==> config.mk <==
export PLATFORM = sky130hd
export DESIGN_NAME = deadline_timer_queue_core
export DESIGN_NICKNAME = d
export VERILOG_FILES = /design/src/hdl/dtq_pkg.sv /design/src/hdl/dtq_cmd_queue.sv /design/src/hdl/dtq_front.sv /design/src/hdl/dtq_back.sv /design/src/hdl/deadline_timer_queue_core.sv
export SDC_FILE = /design/constraint.sdc
export NUM_CORES = 1
export LEC_CHECK = 0
export BUFFER_PORTS_ARGS = -buffer_cell sky130_fd_sc_hd__buf_2
export CAP_MARGIN = 0
export CORE_MARGIN = 2
export CORE_UTILIZATION = 40
export DETAILED_ROUTE_END_ITERATION = 16
export GPL_ROUTABILITY_DRIVEN = 0
export GPL_TIMING_DRIVEN = 0
export HOLD_SLACK_MARGIN = 0.05
export MAX_ROUTING_LAYER = met4
export PLACE_DENSITY = 0.56
export SLEW_MARGIN = 25
export SYNTH_ARGS = -nofsm -noshare
export SYNTH_HDL_FRONTEND = slang
export SYNTH_SLANG_ARGS = --single-unit
==> constraint.sdc <==
create_clock -name i_clk -period 9 [get_ports i_clk]
set_clock_uncertainty 0.2 [all_clocks]
set_input_delay 0.9 -clock i_clk [delete_from_list [all_inputs] [get_ports i_clk]]
set_output_delay 0.9 -clock i_clk [all_outputs]
set_load 0.02 [all_outputs]
==> src/hdl/dtq_pkg.sv <==
// shared types, constants and helpers of the deadline timer queue
`default_nettype none

package dtq_pkg;

    // field widths
    localparam int CMD_W   = 3;
    localparam int ID_W    = 4;
    localparam int DELAY_W = 16;
    localparam int TIME_W  = 32;

    // timer table size and scan index width
    localparam int NUM_TIMERS = 16;
    localparam int TIDX_W     = (NUM_TIMERS > 1) ? $clog2(NUM_TIMERS) : 1;

    // most timers fired by one tick
    localparam int MAX_FIRES  = 16;
    localparam int FIRE_CNT_W = $clog2(MAX_FIRES + 1);

    // queue depths
    localparam int Q_DEPTH = 2;
    localparam int Q_PTR_W = $clog2(Q_DEPTH);
    localparam int Q_CNT_W = $clog2(Q_DEPTH + 1);

    // command codes on the input
    localparam logic [CMD_W-1:0] CMD_ADD    = 3'd0;
    localparam logic [CMD_W-1:0] CMD_DELETE = 3'd1;
    localparam logic [CMD_W-1:0] CMD_MODIFY = 3'd2;
    localparam logic [CMD_W-1:0] CMD_KICK   = 3'd3;
    localparam logic [CMD_W-1:0] CMD_TICK   = 3'd4;

    // status codes
    localparam logic STATUS_DONE    = 1'b0;
    localparam logic STATUS_IGNORED = 1'b1;

    // classified operation
    typedef enum logic [2:0] {
        OP_ADD,
        OP_DEL,
        OP_MOD,
        OP_KICK,
        OP_TICK,
        OP_BAD
    } t_op;

    // classified command item
    typedef struct packed {
        t_op                op;
        logic [TIDX_W-1:0]  idx;
        logic [DELAY_W-1:0] delay;
        logic [TIME_W-1:0]  now;
    } t_cmd;

    // result item
    typedef struct packed {
        logic            fired_valid;
        logic [ID_W-1:0] fired_id;
        logic            status;
        logic            last;
    } t_res;

    // back end states
    typedef enum logic [2:0] {
        ST_IDLE,
        ST_SCAN,
        ST_SEL,
        ST_EMIT,
        ST_FLUSH
    } t_state;

    // now plus delay, saturating at the top of the time range
    function automatic logic [TIME_W-1:0] arm_time(input logic [TIME_W-1:0] now,
                                                   input logic [DELAY_W-1:0] d);
        logic [TIME_W:0] sum;
        sum = {1'b0, now} + {{(TIME_W + 1 - DELAY_W){1'b0}}, d};
        return sum[TIME_W] ? {TIME_W{1'b1}} : sum[TIME_W-1:0];
    endfunction

endpackage

`default_nettype wire

==> src/hdl/dtq_cmd_queue.sv <==
// two-entry queue of classified commands between front and back
`default_nettype none

module dtq_cmd_queue (
    input  wire          i_clk,
    input  wire          i_rst_n,
    input  wire          i_push,
    input  wire dtq_pkg::t_cmd i_item,
    output logic         o_full,
    input  wire          i_pop,
    output dtq_pkg::t_cmd o_head,
    output logic         o_empty
);

    dtq_pkg::t_cmd                r_mem [dtq_pkg::Q_DEPTH];
    logic [dtq_pkg::Q_PTR_W-1:0] r_wptr;
    logic [dtq_pkg::Q_PTR_W-1:0] r_rptr;
    logic [dtq_pkg::Q_CNT_W-1:0] r_cnt;
    logic                        do_push;
    logic                        do_pop;

    // handshake
    assign o_full  = (r_cnt == dtq_pkg::Q_CNT_W'(dtq_pkg::Q_DEPTH));
    assign o_empty = (r_cnt == '0);
    assign do_push = i_push && !o_full;
    assign do_pop  = i_pop && !o_empty;
    assign o_head  = r_mem[r_rptr];

    // storage
    always_ff @(posedge i_clk) begin
        if (do_push) begin
            r_mem[r_wptr] <= i_item;
        end
    end

    // pointers and fill count
    always_ff @(posedge i_clk) begin
        if (!i_rst_n) begin
            r_wptr <= '0;
            r_rptr <= '0;
            r_cnt  <= '0;
        end else begin
            if (do_push) begin
                r_wptr <= r_wptr + 1'b1;
            end
            if (do_pop) begin
                r_rptr <= r_rptr + 1'b1;
            end
            if (do_push && !do_pop) begin
                r_cnt <= r_cnt + 1'b1;
            end else if (do_pop && !do_push) begin
                r_cnt <= r_cnt - 1'b1;
            end
        end
    end

endmodule

`default_nettype wire

==> src/hdl/dtq_front.sv <==
// front end: accepts items, classifies them and queues them for the back end
`default_nettype none

module dtq_front (
    input  wire                         i_clk,
    input  wire                         i_rst_n,
    input  wire                         i_push,
    output logic                        o_full,
    input  wire  [dtq_pkg::CMD_W-1:0]   i_cmd,
    input  wire  [dtq_pkg::ID_W-1:0]    i_timer_id,
    input  wire  [dtq_pkg::DELAY_W-1:0] i_delay,
    input  wire  [dtq_pkg::TIME_W-1:0]  i_now,
    input  wire                         i_pop,
    output dtq_pkg::t_cmd               o_head,
    output logic                        o_empty
);

    dtq_pkg::t_op  op_raw;
    dtq_pkg::t_cmd item;
    logic          id_ok;
    logic          q_full;

    // decode command code
    always_comb begin
        case (i_cmd)
            dtq_pkg::CMD_ADD:    op_raw = dtq_pkg::OP_ADD;
            dtq_pkg::CMD_DELETE: op_raw = dtq_pkg::OP_DEL;
            dtq_pkg::CMD_MODIFY: op_raw = dtq_pkg::OP_MOD;
            dtq_pkg::CMD_KICK:   op_raw = dtq_pkg::OP_KICK;
            dtq_pkg::CMD_TICK:   op_raw = dtq_pkg::OP_TICK;
            default:             op_raw = dtq_pkg::OP_BAD;
        endcase
    end

    // out-of-range ids turn addressed commands into ignored ones
    assign id_ok = (32'(i_timer_id) < 32'(dtq_pkg::NUM_TIMERS));

    always_comb begin
        item.op    = op_raw;
        item.idx   = dtq_pkg::TIDX_W'(i_timer_id);
        item.delay = i_delay;
        item.now   = i_now;
        if (!id_ok && op_raw != dtq_pkg::OP_TICK) begin
            item.op = dtq_pkg::OP_BAD;
        end
    end

    assign o_full = q_full;

    // command queue toward the back end
    dtq_cmd_queue u_queue (
        .i_clk   (i_clk),
        .i_rst_n (i_rst_n),
        .i_push  (i_push && !q_full),
        .i_item  (item),
        .o_full  (q_full),
        .i_pop   (i_pop),
        .o_head  (o_head),
        .o_empty (o_empty)
    );

endmodule

`default_nettype wire

==> src/hdl/dtq_back.sv <==
// back end: timer table, expiry scan and result queue
`default_nettype none

module dtq_back (
    input  wire                       i_clk,
    input  wire                       i_rst_n,
    input  wire dtq_pkg::t_cmd        i_head,
    input  wire                       i_cmd_empty,
    output logic                      o_cmd_pop,
    output logic                      o_empty,
    input  wire                       i_pop,
    output dtq_pkg::t_res             o_res
);

    localparam logic [dtq_pkg::TIDX_W-1:0] LAST_IDX =
        dtq_pkg::TIDX_W'(dtq_pkg::NUM_TIMERS - 1);
    localparam logic [dtq_pkg::FIRE_CNT_W-1:0] LAST_FIRE =
        dtq_pkg::FIRE_CNT_W'(dtq_pkg::MAX_FIRES - 1);

    // timer table
    logic [dtq_pkg::NUM_TIMERS-1:0] r_active;
    logic [dtq_pkg::NUM_TIMERS-1:0] n_active;
    logic [dtq_pkg::DELAY_W-1:0]    r_delay    [dtq_pkg::NUM_TIMERS];
    logic [dtq_pkg::TIME_W-1:0]     r_deadline [dtq_pkg::NUM_TIMERS];
    logic                           tbl_we_delay;
    logic                           tbl_we_dl;
    logic [dtq_pkg::TIDX_W-1:0]     tbl_widx;
    logic [dtq_pkg::TIME_W-1:0]     tbl_wdl;

    // control state
    dtq_pkg::t_state                r_state;
    dtq_pkg::t_state                n_state;
    dtq_pkg::t_state                r_after;
    dtq_pkg::t_state                n_after;

    // scan state
    logic [dtq_pkg::TIDX_W-1:0]     r_idx;
    logic [dtq_pkg::TIDX_W-1:0]     n_idx;
    logic                           r_found;
    logic                           n_found;
    logic [dtq_pkg::TIDX_W-1:0]     r_best;
    logic [dtq_pkg::TIDX_W-1:0]     n_best;
    logic [dtq_pkg::TIME_W-1:0]     r_best_dl;
    logic [dtq_pkg::TIME_W-1:0]     n_best_dl;
    logic [dtq_pkg::TIME_W-1:0]     r_now;
    logic [dtq_pkg::TIME_W-1:0]     n_now;
    logic                           r_pend;
    logic                           n_pend;
    logic [dtq_pkg::TIDX_W-1:0]     r_pend_id;
    logic [dtq_pkg::TIDX_W-1:0]     n_pend_id;
    logic [dtq_pkg::FIRE_CNT_W-1:0] r_cnt;
    logic [dtq_pkg::FIRE_CNT_W-1:0] n_cnt;
    dtq_pkg::t_res                  r_res;
    dtq_pkg::t_res                  n_res;

    // scan compare
    logic [dtq_pkg::TIME_W-1:0]     scan_dl;
    logic                           hit;
    logic                           better;

    // command execution
    logic                           cmd_act;
    logic [dtq_pkg::DELAY_W-1:0]    arm_delay;
    logic [dtq_pkg::TIME_W-1:0]     arm;

    // result queue
    dtq_pkg::t_res                  r_oq [dtq_pkg::Q_DEPTH];
    logic [dtq_pkg::Q_PTR_W-1:0]    r_owp;
    logic [dtq_pkg::Q_PTR_W-1:0]    r_orp;
    logic [dtq_pkg::Q_CNT_W-1:0]    r_ocnt;
    logic                           o_full_q;
    logic                           res_push;
    logic                           res_pop;

    // expiry test for the entry under the scan index
    assign scan_dl = r_deadline[r_idx];
    assign hit     = r_active[r_idx] && (scan_dl <= r_now);
    assign better  = hit && (!r_found || (scan_dl < r_best_dl));

    // arming time for add, modify and kick
    assign cmd_act   = r_active[i_head.idx];
    assign arm_delay = (i_head.op == dtq_pkg::OP_KICK) ? r_delay[i_head.idx] : i_head.delay;
    assign arm       = dtq_pkg::arm_time(i_head.now, arm_delay);

    // result queue handshake
    assign o_full_q = (r_ocnt == dtq_pkg::Q_CNT_W'(dtq_pkg::Q_DEPTH));
    assign o_empty  = (r_ocnt == '0);
    assign res_push = (r_state == dtq_pkg::ST_EMIT) && !o_full_q;
    assign res_pop  = i_pop && !o_empty;
    assign o_res    = r_oq[r_orp];

    // next state
    always_comb begin
        n_state = r_state;
        n_after = r_after;
        case (r_state)
            dtq_pkg::ST_IDLE: begin
                if (!i_cmd_empty) begin
                    if (i_head.op == dtq_pkg::OP_TICK) begin
                        n_state = dtq_pkg::ST_SCAN;
                    end else begin
                        n_state = dtq_pkg::ST_EMIT;
                        n_after = dtq_pkg::ST_IDLE;
                    end
                end
            end
            dtq_pkg::ST_SCAN: begin
                if (r_idx == LAST_IDX) begin
                    n_state = dtq_pkg::ST_SEL;
                end
            end
            dtq_pkg::ST_SEL: begin
                if (!r_found) begin
                    n_state = dtq_pkg::ST_EMIT;
                    n_after = dtq_pkg::ST_IDLE;
                end else if (r_pend) begin
                    n_state = dtq_pkg::ST_EMIT;
                    n_after = (r_cnt == LAST_FIRE) ? dtq_pkg::ST_FLUSH : dtq_pkg::ST_SCAN;
                end else begin
                    n_state = (r_cnt == LAST_FIRE) ? dtq_pkg::ST_FLUSH : dtq_pkg::ST_SCAN;
                end
            end
            dtq_pkg::ST_EMIT: begin
                if (!o_full_q) begin
                    n_state = r_after;
                end
            end
            dtq_pkg::ST_FLUSH: begin
                n_state = dtq_pkg::ST_EMIT;
                n_after = dtq_pkg::ST_IDLE;
            end
            default: begin
                n_state = dtq_pkg::ST_IDLE;
            end
        endcase
    end

    // datapath and table updates
    always_comb begin
        o_cmd_pop    = 1'b0;
        n_active     = r_active;
        tbl_we_delay = 1'b0;
        tbl_we_dl    = 1'b0;
        tbl_widx     = i_head.idx;
        tbl_wdl      = arm;
        n_idx        = r_idx;
        n_found      = r_found;
        n_best       = r_best;
        n_best_dl    = r_best_dl;
        n_now        = r_now;
        n_pend       = r_pend;
        n_pend_id    = r_pend_id;
        n_cnt        = r_cnt;
        n_res        = r_res;
        case (r_state)
            dtq_pkg::ST_IDLE: begin
                if (!i_cmd_empty) begin
                    o_cmd_pop         = 1'b1;
                    n_res.fired_valid = 1'b0;
                    n_res.fired_id    = '0;
                    n_res.status      = dtq_pkg::STATUS_DONE;
                    n_res.last        = 1'b1;
                    case (i_head.op)
                        dtq_pkg::OP_TICK: begin
                            n_idx   = '0;
                            n_found = 1'b0;
                            n_now   = i_head.now;
                            n_pend  = 1'b0;
                            n_cnt   = '0;
                        end
                        dtq_pkg::OP_ADD: begin
                            tbl_we_delay          = 1'b1;
                            tbl_we_dl             = 1'b1;
                            n_active[i_head.idx]  = 1'b1;
                        end
                        dtq_pkg::OP_DEL: begin
                            if (cmd_act) begin
                                n_active[i_head.idx] = 1'b0;
                            end else begin
                                n_res.status = dtq_pkg::STATUS_IGNORED;
                            end
                        end
                        dtq_pkg::OP_MOD: begin
                            if (cmd_act) begin
                                tbl_we_delay = 1'b1;
                                tbl_we_dl    = 1'b1;
                            end else begin
                                n_res.status = dtq_pkg::STATUS_IGNORED;
                            end
                        end
                        dtq_pkg::OP_KICK: begin
                            if (cmd_act) begin
                                tbl_we_dl = 1'b1;
                            end else begin
                                n_res.status = dtq_pkg::STATUS_IGNORED;
                            end
                        end
                        default: begin
                            n_res.status = dtq_pkg::STATUS_IGNORED;
                        end
                    endcase
                end
            end
            dtq_pkg::ST_SCAN: begin
                // one entry per cycle through the shared comparator
                if (better) begin
                    n_found   = 1'b1;
                    n_best    = r_idx;
                    n_best_dl = scan_dl;
                end
                n_idx = r_idx + 1'b1;
            end
            dtq_pkg::ST_SEL: begin
                n_idx   = '0;
                n_found = 1'b0;
                if (r_found) begin
                    // fire the earliest, hold it until we know whether it is the last
                    n_active[r_best]  = 1'b0;
                    n_cnt             = r_cnt + 1'b1;
                    n_pend            = 1'b1;
                    n_pend_id         = r_best;
                    n_res.fired_valid = 1'b1;
                    n_res.fired_id    = dtq_pkg::ID_W'(r_pend_id);
                    n_res.status      = dtq_pkg::STATUS_DONE;
                    n_res.last        = 1'b0;
                end else begin
                    n_res.fired_valid = r_pend;
                    n_res.fired_id    = r_pend ? dtq_pkg::ID_W'(r_pend_id) : '0;
                    n_res.status      = dtq_pkg::STATUS_DONE;
                    n_res.last        = 1'b1;
                end
            end
            dtq_pkg::ST_FLUSH: begin
                n_res.fired_valid = 1'b1;
                n_res.fired_id    = dtq_pkg::ID_W'(r_pend_id);
                n_res.status      = dtq_pkg::STATUS_DONE;
                n_res.last        = 1'b1;
            end
            default: begin
            end
        endcase
    end

    // control registers
    always_ff @(posedge i_clk) begin
        if (!i_rst_n) begin
            r_state  <= dtq_pkg::ST_IDLE;
            r_after  <= dtq_pkg::ST_IDLE;
            r_active <= '0;
            r_pend   <= 1'b0;
            r_found  <= 1'b0;
            r_cnt    <= '0;
            r_idx    <= '0;
        end else begin
            r_state  <= n_state;
            r_after  <= n_after;
            r_active <= n_active;
            r_pend   <= n_pend;
            r_found  <= n_found;
            r_cnt    <= n_cnt;
            r_idx    <= n_idx;
        end
    end

    // payload registers
    always_ff @(posedge i_clk) begin
        r_best    <= n_best;
        r_best_dl <= n_best_dl;
        r_now     <= n_now;
        r_pend_id <= n_pend_id;
        r_res     <= n_res;
    end

    // table storage
    always_ff @(posedge i_clk) begin
        if (tbl_we_delay) begin
            r_delay[tbl_widx] <= i_head.delay;
        end
        if (tbl_we_dl) begin
            r_deadline[tbl_widx] <= tbl_wdl;
        end
    end

    // result queue storage
    always_ff @(posedge i_clk) begin
        if (res_push) begin
            r_oq[r_owp] <= r_res;
        end
    end

    // result queue pointers
    always_ff @(posedge i_clk) begin
        if (!i_rst_n) begin
            r_owp  <= '0;
            r_orp  <= '0;
            r_ocnt <= '0;
        end else begin
            if (res_push) begin
                r_owp <= r_owp + 1'b1;
            end
            if (res_pop) begin
                r_orp <= r_orp + 1'b1;
            end
            if (res_push && !res_pop) begin
                r_ocnt <= r_ocnt + 1'b1;
            end else if (res_pop && !res_push) begin
                r_ocnt <= r_ocnt - 1'b1;
            end
        end
    end

endmodule

`default_nettype wire

==> src/hdl/deadline_timer_queue_core.sv <==
// top level of the deadline timer queue
//
// A table of sixteen one-shot timers driven by add, delete, modify, kick and
// tick items; every item gives one result, except a tick, which gives one
// result per fired timer in deadline order (ties to the lower id), the last
// one flagged, or a single result if no timer fires. A two-entry item queue
// separates the classifying front end from the executing back end, and a
// two-entry result queue separates the back end from the consumer. A tick
// searches the table once per fired timer, plus one final search that finds
// nothing unless MAX_FIRES timers have fired, and each search walks all
// NUM_TIMERS entries through a single deadline comparator.
`default_nettype none

module deadline_timer_queue_core (
    input  wire                         i_clk,
    input  wire                         i_rst_n,
    input  wire                         i_push,
    output logic                        o_full,
    input  wire  [dtq_pkg::CMD_W-1:0]   i_cmd,
    input  wire  [dtq_pkg::ID_W-1:0]    i_timer_id,
    input  wire  [dtq_pkg::DELAY_W-1:0] i_delay,
    input  wire  [dtq_pkg::TIME_W-1:0]  i_now,
    output logic                        o_empty,
    input  wire                         i_pop,
    output logic                        o_fired_valid,
    output logic [dtq_pkg::ID_W-1:0]    o_fired_id,
    output logic                        o_status,
    output logic                        o_last
);

    dtq_pkg::t_cmd head;
    logic          cmd_empty;
    logic          cmd_pop;
    dtq_pkg::t_res res;

    // accept and classify items
    dtq_front u_front (
        .i_clk      (i_clk),
        .i_rst_n    (i_rst_n),
        .i_push     (i_push),
        .o_full     (o_full),
        .i_cmd      (i_cmd),
        .i_timer_id (i_timer_id),
        .i_delay    (i_delay),
        .i_now      (i_now),
        .i_pop      (cmd_pop),
        .o_head     (head),
        .o_empty    (cmd_empty)
    );

    // execute commands and scan for expired timers
    dtq_back u_back (
        .i_clk       (i_clk),
        .i_rst_n     (i_rst_n),
        .i_head      (head),
        .i_cmd_empty (cmd_empty),
        .o_cmd_pop   (cmd_pop),
        .o_empty     (o_empty),
        .i_pop       (i_pop),
        .o_res       (res)
    );

    // result fields
    assign o_fired_valid = res.fired_valid;
    assign o_fired_id    = res.fired_id;
    assign o_status      = res.status;
    assign o_last        = res.last;

endmodule

`default_nettype wire

==> results by group <==
Status
  • Outcome: complete, no violations

Clocking
  • Clk sinks: 1017
  • CTS tree: built
  • Deepest clock path buffer count: 3
  • Clock slew at reported path FFs: 0.06 ns
  • H-tree levels: 3
  • Clk_lat worst skew: 0.69 ns
  • Buffers inserted by post-CTS timing repair: 0
  • TritonCTS Buffers: 105
  • CTS resizes: 0
  • Hold buffers post-CTS: 0
  • CTS root buf: clkbuf_16

Route
  • Met1 WL: 45200 µm
  • Via Count: 22600
  • Wire length on met2: 52700 µm
  • Drt wl/cell: 26.7 µm
  • Total routed wirelength: 106000 µm
  • Post-route ant nets: 0
  • Vias per cell: 5.67
  • DR WL met3: 6190 µm
  • Pre-antenna DRT Iters: 8
  • DRC: 0
  • Top sig layer: met4
  • 1st-iter DRT viols: 2228

Final layout
  • Multi-input gate area in the final layout: 11400 µm²
  • Fin nets: 2670
  • Layout cells sized above 1: 0.267
  • Non-Filler Instances: 3995
  • Register area: 30100 µm²
  • Fillers: 8665
  • Layout area overhead: 16.3%
  • Most common cell after layout, fill and taps aside: edfxtp_1
  • Commonest cells after routing, fill and taps aside: edfxtp_1 (971), mux4_2 (231), nand2_1 (128), clkbuf_16 (108), buf_2 (100)

Global routing
  • Gr usage total: 0.205
  • Grt ovf: 0
  • Antenna violations before repair: 7
  • Largest net degree at the start of global routing: 41
  • First-pass GRT wire length: 156000 µm
  • Vias in the first global route: 23000

Pwr
  • Pwr per Cell Area: 285 nW/µm²
  • Power share of the clock group: 0.305
  • Comb power frac: 0.245
  • Sw Ratio: 0.299
  • Internal: 9.73 mW
  • Net switching power: 4.16 mW
  • Total Power Consumption: 13.9 mW
  • Max IR drop VDD: 0.177 mV
  • Pleak: 15.8 nW
  • Sequential power share: 0.450

Yosys
  • Post-Syn Area: 42000 µm²
  • #FFs+latches synth: 1017
  • Distinct cell type count after synthesis: 72
  • Post-synthesis sequential area ratio: 0.717
  • Ys Warns: 0
  • Cells after synthesis: 2295
  • Async set-reset flop share out of synthesis: 0
  • Number of enable flip-flop cells after synthesis: 971
  • Post-Syn Area per Cell: 18.3 µm²
  • Synthesized Nets: 2439
  • Main synth FF type: edfxtp_1

Worst setup path
  • Worst endpoint required time: 8.99 ns
  • Crit Path Category: reg2reg
  • R2R Setup Slk: 0.72 ns
  • R2R cell count: 18
  • Type of origin of the critical path: flip-flop
  • Worst-path maximum fanout: 17
  • Crit path capture type: flip-flop
  • FF-to-FF End: u_back.r_deadline[10][10]
  • CP arrival: 8.27 ns

Timing
  • Final hold violations: 0
  • Fin worst setup slack: 0.717 ns
  • Period utilisation layout: 0.920
  • Count of final max-slew check failures: 0
  • Worst Max-Slew Pin Slew: 1.13 ns
  • RSZ-0062 raised after global routing: no
  • Final setup fails: 0
  • Max_slew headroom: 0.244
  • Min Tclk post-route: 8.28 ns
  • Max Freq: 121 MHz

Die
  • Initial Utilization: 0.404
  • IO Pins: 68
  • Core area: 104000 µm²
  • Die area: 108000 µm²
  • Die X: 328 µm
  • Core Rows: 118
  • Die height: 328 µm

Hold path
  • HP Start: i_delay[9]
  • Hold path depth: 1
  • Hold Crit Class: in2reg
  • Hold EP: u_front.u_queue.r_mem[0][41]

Placed design
  • Dpl hpwl: 72900 µm
  • Port Buffer Count: 67
  • Worst slack, placed: 0.866 ns
  • Cells after DPL: 3798

Flow run
  • Max Cap Violations: 0
[power groups by stage]
stage | registers, mW | logic, mW | clock network, mW
detailed placement | 6.35 | 3.40 | 0
global route | 6.27 | 3.69 | 4.50
CTS | 6.25 | 3.41 | 4.32
finish | 6.25 | 3.40 | 4.23
global placement | 6.36 | 3.17 | 0
floorplan | 6.32 | 2.16 | 0
[flip-flops by register name, summed over array words and instances, names as in the netlist, 5 cells and up, named ones only]
| name | flops |
|---|---|
| u_back.r_oq | 14 |
| u_back.r_now | 32 |
| u_back.r_best_dl | 32 |
| u_back.r_cnt | 5 |
| u_front.u_queue.r_mem | 110 |
| u_back.r_res | 7 |
| u_back.r_delay | 256 |
| u_back.r_deadline | 512 |
[synthesized netlist by cell type, types with 23 or more instances]
library cell,number,share of area
a21oi_1,82,0.0098
a31oi_1,23,0.0034
and3_1,31,0.0046
buf_2,25,0.0030
clkbuf_1,47,0.0042
dfxtp_1,46,0.022
edfxtp_1,971,0.69
ha_1,84,0.025
inv_1,89,0.0080
mux2_2,62,0.017
mux4_2,231,0.12
nand2_1,128,0.011
nor2_1,89,0.0080
o21ai_0,72,0.0086
[logic make-up after synthesis]
logic type	Yosys count	synth area share
DFF	1017	0.717
and+or+nand+nor	368	0.0416
AOI/OAI and AO/OA	300	0.0461
buffers and inverters	186	0.0185
xor gates and xnor gates	21	0.00438
muxes	318	0.147
adders and majority gates	85	0.0255
[through the flow]
stage	hold slack [ns]	TNS, ns	cell area, µm²	util
6_report	0.208	0	48800	0.470
5_1_grt	0.173	0	48800	0.470
3_3_place_gp	0.214	-111.91	44000	0.424
2_1_floorplan	0.206	0	42000	-
3_5_place_dp	0.215	0	45400	0.437
4_1_cts	0.162	0	48700	0.470
[metal layers]
layer / GRT usage / up-vias
li1: - / 9752
met1: 0.274 / 11900
met2: 0.334 / 811
met3: 0.0298 / 189
met4: 0.0490 / 0
met5: - / -
[critical path, stage by stage (launching register included)]
cell      delay [ns]
dfxtp_1         0.31
buf_4           0.15
buf_6           0.18
buf_4           0.34
buf_2           0.43
buf_2           0.34
buf_2           0.54
buf_2           0.52
mux2_2          0.55
a21o_1          0.27
ha_1            0.25
fa_1            0.44
a211oi_1        0.34
o21ai_0         0.17
a31oi_1         0.53
o31ai_2         0.34
nand4_1         0.66
buf_2           0.47
nand3_1         0.65
[how the worst max path moves through the flow]
stage / start / end / slack (ns) / depth (start not counted)
final: flip-flop / u_back.r_deadline[10][10] / 0.72 / 18
after global routing: flip-flop / u_back.r_deadline[0][25] / 0.36 / 17
after CTS: flip-flop / u_back.r_deadline[2][27] / 0.86 / 16
after detailed placement: flip-flop / u_back.r_deadline[0][27] / 0.87 / 16
after global placement: flip-flop / u_back.r_best_dl[4] / -3.11 / 12
after floorplan: flip-flop / u_back.r_best[0] / 1.29 / 11
[layout make-up]
class,instances,share of cell area
Antenna cell,3,0.000154
Buffer,97,0.00938
Clock buffer,139,0.0586
Clock inverter,54,0.00995
Inverter,89,0.00685
Multi-Input combinational cell,1092,0.234
Sequential cell,1017,0.616
Tap cell,1380,0.0354
Timing Repair Buffer,124,0.0295
Power figures use the tool's default switching activity.
